<file path="config.mk">
export PLATFORM = sky130hd
export DESIGN_NAME = smdf_interp
export DESIGN_NICKNAME = d
export VERILOG_FILES = /design/src/smdf_pkg.sv /design/src/smdf_interp.sv
export SDC_FILE = /design/constraint.sdc
export NUM_CORES = 2
export LEC_CHECK = 0
export ABC_AREA = 1
export ABC_CLOCK_PERIOD_IN_PS = 12200
export BUFFER_PORTS_ARGS = -buffer_cell sky130_fd_sc_hd__buf_2
export CAP_MARGIN = 20
export CORE_MARGIN = 2
export CORE_UTILIZATION = 30
export CTS_BUF_LIST = sky130_fd_sc_hd__clkbuf_2 sky130_fd_sc_hd__clkbuf_4 sky130_fd_sc_hd__clkbuf_8
export DETAILED_ROUTE_END_ITERATION = 10
export GPL_ROUTABILITY_DRIVEN = 0
export GPL_TIMING_DRIVEN = 0
export PLACE_DENSITY_LB_ADDON = 0.12
export SETUP_SLACK_MARGIN = 0.3
export SYNTH_ARGS = -nofsm -noshare
export SYNTH_HDL_FRONTEND = slang
export SYNTH_SLANG_ARGS = --single-unit
</file>
<file path="constraint.sdc">
create_clock -name clock -period 12.2 [get_ports clock]
set_input_delay 0.61 -clock clock [delete_from_list [all_inputs] [get_ports clock]]
set_output_delay 0.61 -clock clock [all_outputs]
set_load 0.01 [all_outputs]
</file>
<file path="src/smdf_pkg.sv">
// Shared types, constants and saturation helper for the modulated delay filter
`timescale 1ns / 1ps
package smdf_pkg;

   localparam int SAMPLE_BITS   = 24;
   localparam int FRAC_BITS     = 12;
   localparam int DELAY_BITS    = 22;
   localparam int AMOUNT_BITS   = 17;
   localparam int COEF_BITS     = 24;
   localparam int STATE_BITS    = 32;
   localparam int ACC_BITS      = SAMPLE_BITS + 6;
   localparam int CSR_IDX_BITS  = 3;
   localparam int DEF_BUF_DEPTH = 1024;
   localparam int AMOUNT_FULL   = 65536;
   localparam int DELAY_MIN     = 4096;
   localparam int COEF_ONE      = 16777216;

   localparam logic [COEF_BITS-1:0] LP_ZERO_RST = 24'd1223000;
   localparam logic [COEF_BITS-1:0] LP_FULL_RST = 24'd11328000;
   localparam logic [COEF_BITS-1:0] HP_ZERO_RST = 24'd16733340;
   localparam logic [COEF_BITS-1:0] HP_FULL_RST = 24'd16559024;

   typedef enum logic [CSR_IDX_BITS-1:0] {
      CSR_LP_ZERO = 3'd0,
      CSR_LP_FULL = 3'd1,
      CSR_HP_ZERO = 3'd2,
      CSR_HP_FULL = 3'd3
   } csr_index_type;

   typedef logic [3:0][SAMPLE_BITS-1:0] taps_type;

   typedef struct packed {
      logic [COEF_BITS-1:0] lp_zero;
      logic [COEF_BITS-1:0] lp_full;
      logic [COEF_BITS-1:0] hp_zero;
      logic [COEF_BITS-1:0] hp_full;
   } coef_type;

   typedef struct packed {
      logic start;
      logic bypass_load;
      logic ch;
   } filt_ctrl_type;

   function automatic logic signed [STATE_BITS-1:0] sat32(input logic signed [63:0] v);
      logic signed [63:0] hi;
      logic signed [63:0] lo;
      hi = 64'sh0000_0000_7FFF_FFFF;
      lo = -64'sh0000_0000_8000_0000;
      if (v > hi) begin
         return 32'sh7FFF_FFFF;
      end else if (v < lo) begin
         return 32'sh8000_0000;
      end
      return v[STATE_BITS-1:0];
   endfunction

endpackage

</file>
<file path="src/smdf_interp.sv">
// Cubic Hermite evaluator: three multiply-accumulate steps on the fraction
`timescale 1ns / 1ps
module smdf_interp (
   input  logic                                   clock,
   input  logic                                   reset,
   input  logic                                   start,
   input  smdf_pkg::taps_type                     taps,
   input  logic [smdf_pkg::FRAC_BITS-1:0]         frac,
   output logic signed [smdf_pkg::STATE_BITS-1:0] value,
   output logic                                   done
);

   localparam int AW = smdf_pkg::ACC_BITS;
   localparam int FB = smdf_pkg::FRAC_BITS;

   typedef enum logic [1:0] {I_IDLE, I_STEP, I_FIN} istate_type;

   istate_type              state_ff;
   logic [1:0]              step_ff;
   logic signed [AW-1:0]    acc_ff;
   logic signed [smdf_pkg::STATE_BITS-1:0] value_ff;
   logic                    done_ff;

   logic signed [AW-1:0]    y0, y1, y2, y3;
   logic signed [AW-1:0]    d1, d2, d3, two_y1, addend;
   logic signed [AW+FB:0]   prod;
   logic signed [AW-1:0]    acc_in;
   logic signed [AW:0]      half;
   logic signed [smdf_pkg::STATE_BITS-1:0] value_in;

   always_comb begin
      y0     = AW'($signed(taps[0]));
      y1     = AW'($signed(taps[1]));
      y2     = AW'($signed(taps[2]));
      y3     = AW'($signed(taps[3]));
      d1     = y2 - y0;
      d2     = (y0 <<< 1) - (y1 <<< 2) - y1 + (y2 <<< 2) - y3;
      d3     = y3 - y0 + (y1 - y2) + ((y1 - y2) <<< 1);
      two_y1 = y1 <<< 1;
      case (step_ff)
         2'd0:    addend = d2;
         2'd1:    addend = d1;
         default: addend = two_y1;
      endcase
      prod     = acc_ff * $signed({1'b0, frac});
      acc_in   = AW'(prod >>> FB) + addend;
      half     = ((AW + 1)'(acc_ff) + (AW + 1)'(1)) >>> 1;
      value_in = smdf_pkg::sat32(64'(half) <<< 6);
   end

   always_ff @(posedge clock) begin
      done_ff <= !reset && (state_ff == I_FIN);
      if (reset) begin
         state_ff <= I_IDLE;
         step_ff  <= 2'd0;
      end else begin
         unique case (state_ff)
            I_IDLE: begin
               if (start) begin
                  acc_ff   <= d3;
                  step_ff  <= 2'd0;
                  state_ff <= I_STEP;
               end
            end
            I_STEP: begin
               acc_ff  <= acc_in;
               step_ff <= step_ff + 2'd1;
               if (step_ff == 2'd2) begin
                  state_ff <= I_FIN;
               end
            end
            I_FIN: begin
               value_ff <= value_in;
               state_ff <= I_IDLE;
            end
            default: state_ff <= I_IDLE;
         endcase
      end
   end

   assign value = value_ff;
   assign done  = done_ff;

endmodule

</file>
==> impl_metrics.tcl <==
set metrics [dict create \
    status "finished, final reports clean" \
    critical_path.max_stage_delay_ps 630 \
    cts.path.max_buffers 2 \
    ys_seq_area_frac 0.0676 \
    placed_area_um2 29000 \
    drt_iter0_drc 1236 \
    dp.cells 5086 \
    maxSlewHeadroom 0.366 \
    avgSynthCellArea_um2 7.09 \
    finalMaxSlewViolations 0 \
    ys_seq_elements 62 \
    wire_per_inst_um 18.8 \
    overflow 0 \
    viasPerCell 4.63 \
    yosysWarnings 0 \
    final.setup_skew_ps 29.3 \
    worstPathMaxFanout 10 \
    initial_core_util 0.303 \
    drtPass1Iterations 7 \
    routed-via-count 23600 \
    design_area_um2 29200 \
    routed_wl_mm 96.0 \
    synth_edf_count 57 \
    fin_crit_sh 0.703 \
    postCtsResizedCells 0 \
    die_h_um 303 \
    yosys.area.top_type "fa_1" \
    numCtsBuffers 9 \
    final.setup.tns_ps 0 \
    ys_async_sr_fraction 0 \
    cp.required_ps 12360 \
    rsz0062_at_grt "false" \
    setup_violations 0 \
    grt_pass1_vias 25300 \
    syn_area_um2 26800 \
    htreeDepth 3 \
    min_path_type "input port to register" \
    cts_tree "done" \
    core_um2 88500 \
    row_count 109 \
    max_cap_viol_count 0 \
    arrival_ps 8740 \
    cp_slowest_cell "buf_1" \
    grt_pass1_wl_mm 148 \
    syn_nets 4565 \
    post_cts_buffers 0 \
    synth_ff_type "edfxtp_1" \
    fmax_mhz 117 \
    tightest_slew_ps 947 \
    drc 0 \
    cts_root_buf "clkbuf_8" \
    port_buffers 133 \
    clkTransAtPathRegs_ps 80 \
    layout-drive-gt1-share 0.0531 \
    crit_path_end_kind "register" \
    hold_buffers 0 \
    synthDistinctLibCells 49 \
    io_pins 144 \
    place_hpwl_mm 85.4 \
    area_growth_pct 8.81 \
    final_util 0.330 \
    fin_nets 4713 \
    fp.dieArea_um2 91800 \
    grt_usage 0.215 \
    cp_common_cell "nand2_1" \
    synth_area_leaders "fa_1 33%, inv_1 14%, nand2_1 13%" \
    ant_nets 0 \
    min_period_ps 8580 \
    die_w_um 303 \
    antenna_found_initial 5 \
    synth.top_cell.area_share 0.330 \
    clk_latency_ps 420 \
    clkSinkCount 62 \
    post_layout_nonfiller_instances 5104 \
    syn_inst 3784 \
    crit_type "input port to register" \
    grt_max_degree 31 \
    cp-start-kind "input port" \
    hold_viol_final 0 \
]
## layout by cell type, fill, tap and decap left out, types with 5 or more instances in the layout
cell type / count
inv_1: 985
clkbuf_1: 80
nand2_2: 13
nor2_1: 223
a31oi_1: 18
ha_1: 228
o21ai_0: 162
buf_1: 5
o21bai_1: 13
or2_2: 17
nor4_1: 11
nand2_1: 900
edfxtp_1: 57
buf_2: 134
a21o_1: 23
a21oi_1: 235
nand3_1: 140
xor2_1: 63
xnor2_1: 33
clkbuf_8: 9
nand3b_1: 6
buf_4: 8
fa_1: 442
a211oi_1: 8
nor3_1: 29
o211ai_1: 6
nand4_1: 23
dfxtp_1: 5
o21a_1: 10
## area by class of cell
type / count / area [um2]
multi-input cells: 2639 / 20900
repair buffers: 137 / 711
inverters: 988 / 3710
fillers: 9799 / 59300
well taps: 1165 / 1460
plain buffers: 95 / 399
flip-flops and latches: 62 / 1810
clock inverters: 6 / 46.3
diodes: 2 / 5.00
clock buffers: 10 / 131
## stage by stage
step / worst slack (ps) / hold slack [ps]
2_1_floorplan: 5350 / 450
3_3_place_gp: 3130 / 477
3_5_place_dp: 3160 / 484
4_1_cts: 3570 / 424
5_1_grt: 3040 / 456
6_report: 3620 / 472
## metal layers
layer  up-vias  global-route usage  routed length [um]
met5         -                   0                  13
met4         2              0.0692                3130
met3       120              0.0153                2730
met2       431               0.384               47900
met1     11400               0.276               42300
li1      11700                   -                   -
## flip-flops by register name (all words and copies together) (netlist names)
signal,count
acc_ff,30
value,27
step_ff,2
done,1
state_ff,2
## cell usage after synthesis, types with 4 or more instances
| master | n |
|---|---|
| nand3b_1 | 6 |
| nand4_1 | 23 |
| inv_1 | 985 |
| o21ai_0 | 162 |
| nand2_1 | 900 |
| a31oi_1 | 18 |
| clkbuf_1 | 80 |
| a21o_1 | 23 |
| edfxtp_1 | 57 |
| or2_2 | 17 |
| nand2_2 | 13 |
| nor3_1 | 30 |
| a211oi_1 | 8 |
| xor2_1 | 63 |
| a21oi_1 | 235 |
| ha_1 | 228 |
| dfxtp_1 | 5 |
| nor4_1 | 11 |
| buf_1 | 5 |
| fa_1 | 442 |
| o211ai_1 | 6 |
| nor2_1 | 224 |
| buf_4 | 7 |
| nand3_1 | 140 |
| o21a_1 | 10 |
| o21bai_1 | 13 |
| xnor2_1 | 33 |
| o221ai_1 | 4 |
## kinds of logic (layout without fill, tap and decap cells)
family                     Yosys count  in the layout  share of synthesized area
AOI/OAI and AO/OA                  497            497                      0.102
other                                0              2                          0
buffers and inverters             1083           1236                      0.153
and+or+nand+nor                   1376           1376                      0.210
DFF                                 62             62                     0.0676
xor gates and xnor gates            96             96                     0.0314
adders and majority gates          670            670                      0.436
## final timing paths
check,startpoint,to,slack [ps],cells after the start
worst min register to register,step_ff[1],step_ff[1],500,2
worst max-delay path,frac[1],acc_ff[25],3620,33
worst min-delay path,reset,state_ff[0],470,2
worst max register to register,acc_ff[21],acc_ff[25],3810,32
## critical path: cells and delay by family
kind	cells	cell delay [ps]
compound gates	8	2250
xor+xnor	1	220
fa+ha+maj	7	3040
buf+inv	8	1730
simple gates	9	840
Power is not shown: default switching activity piles up to over one toggle a cycle in this logic, so the estimate is an artifact.
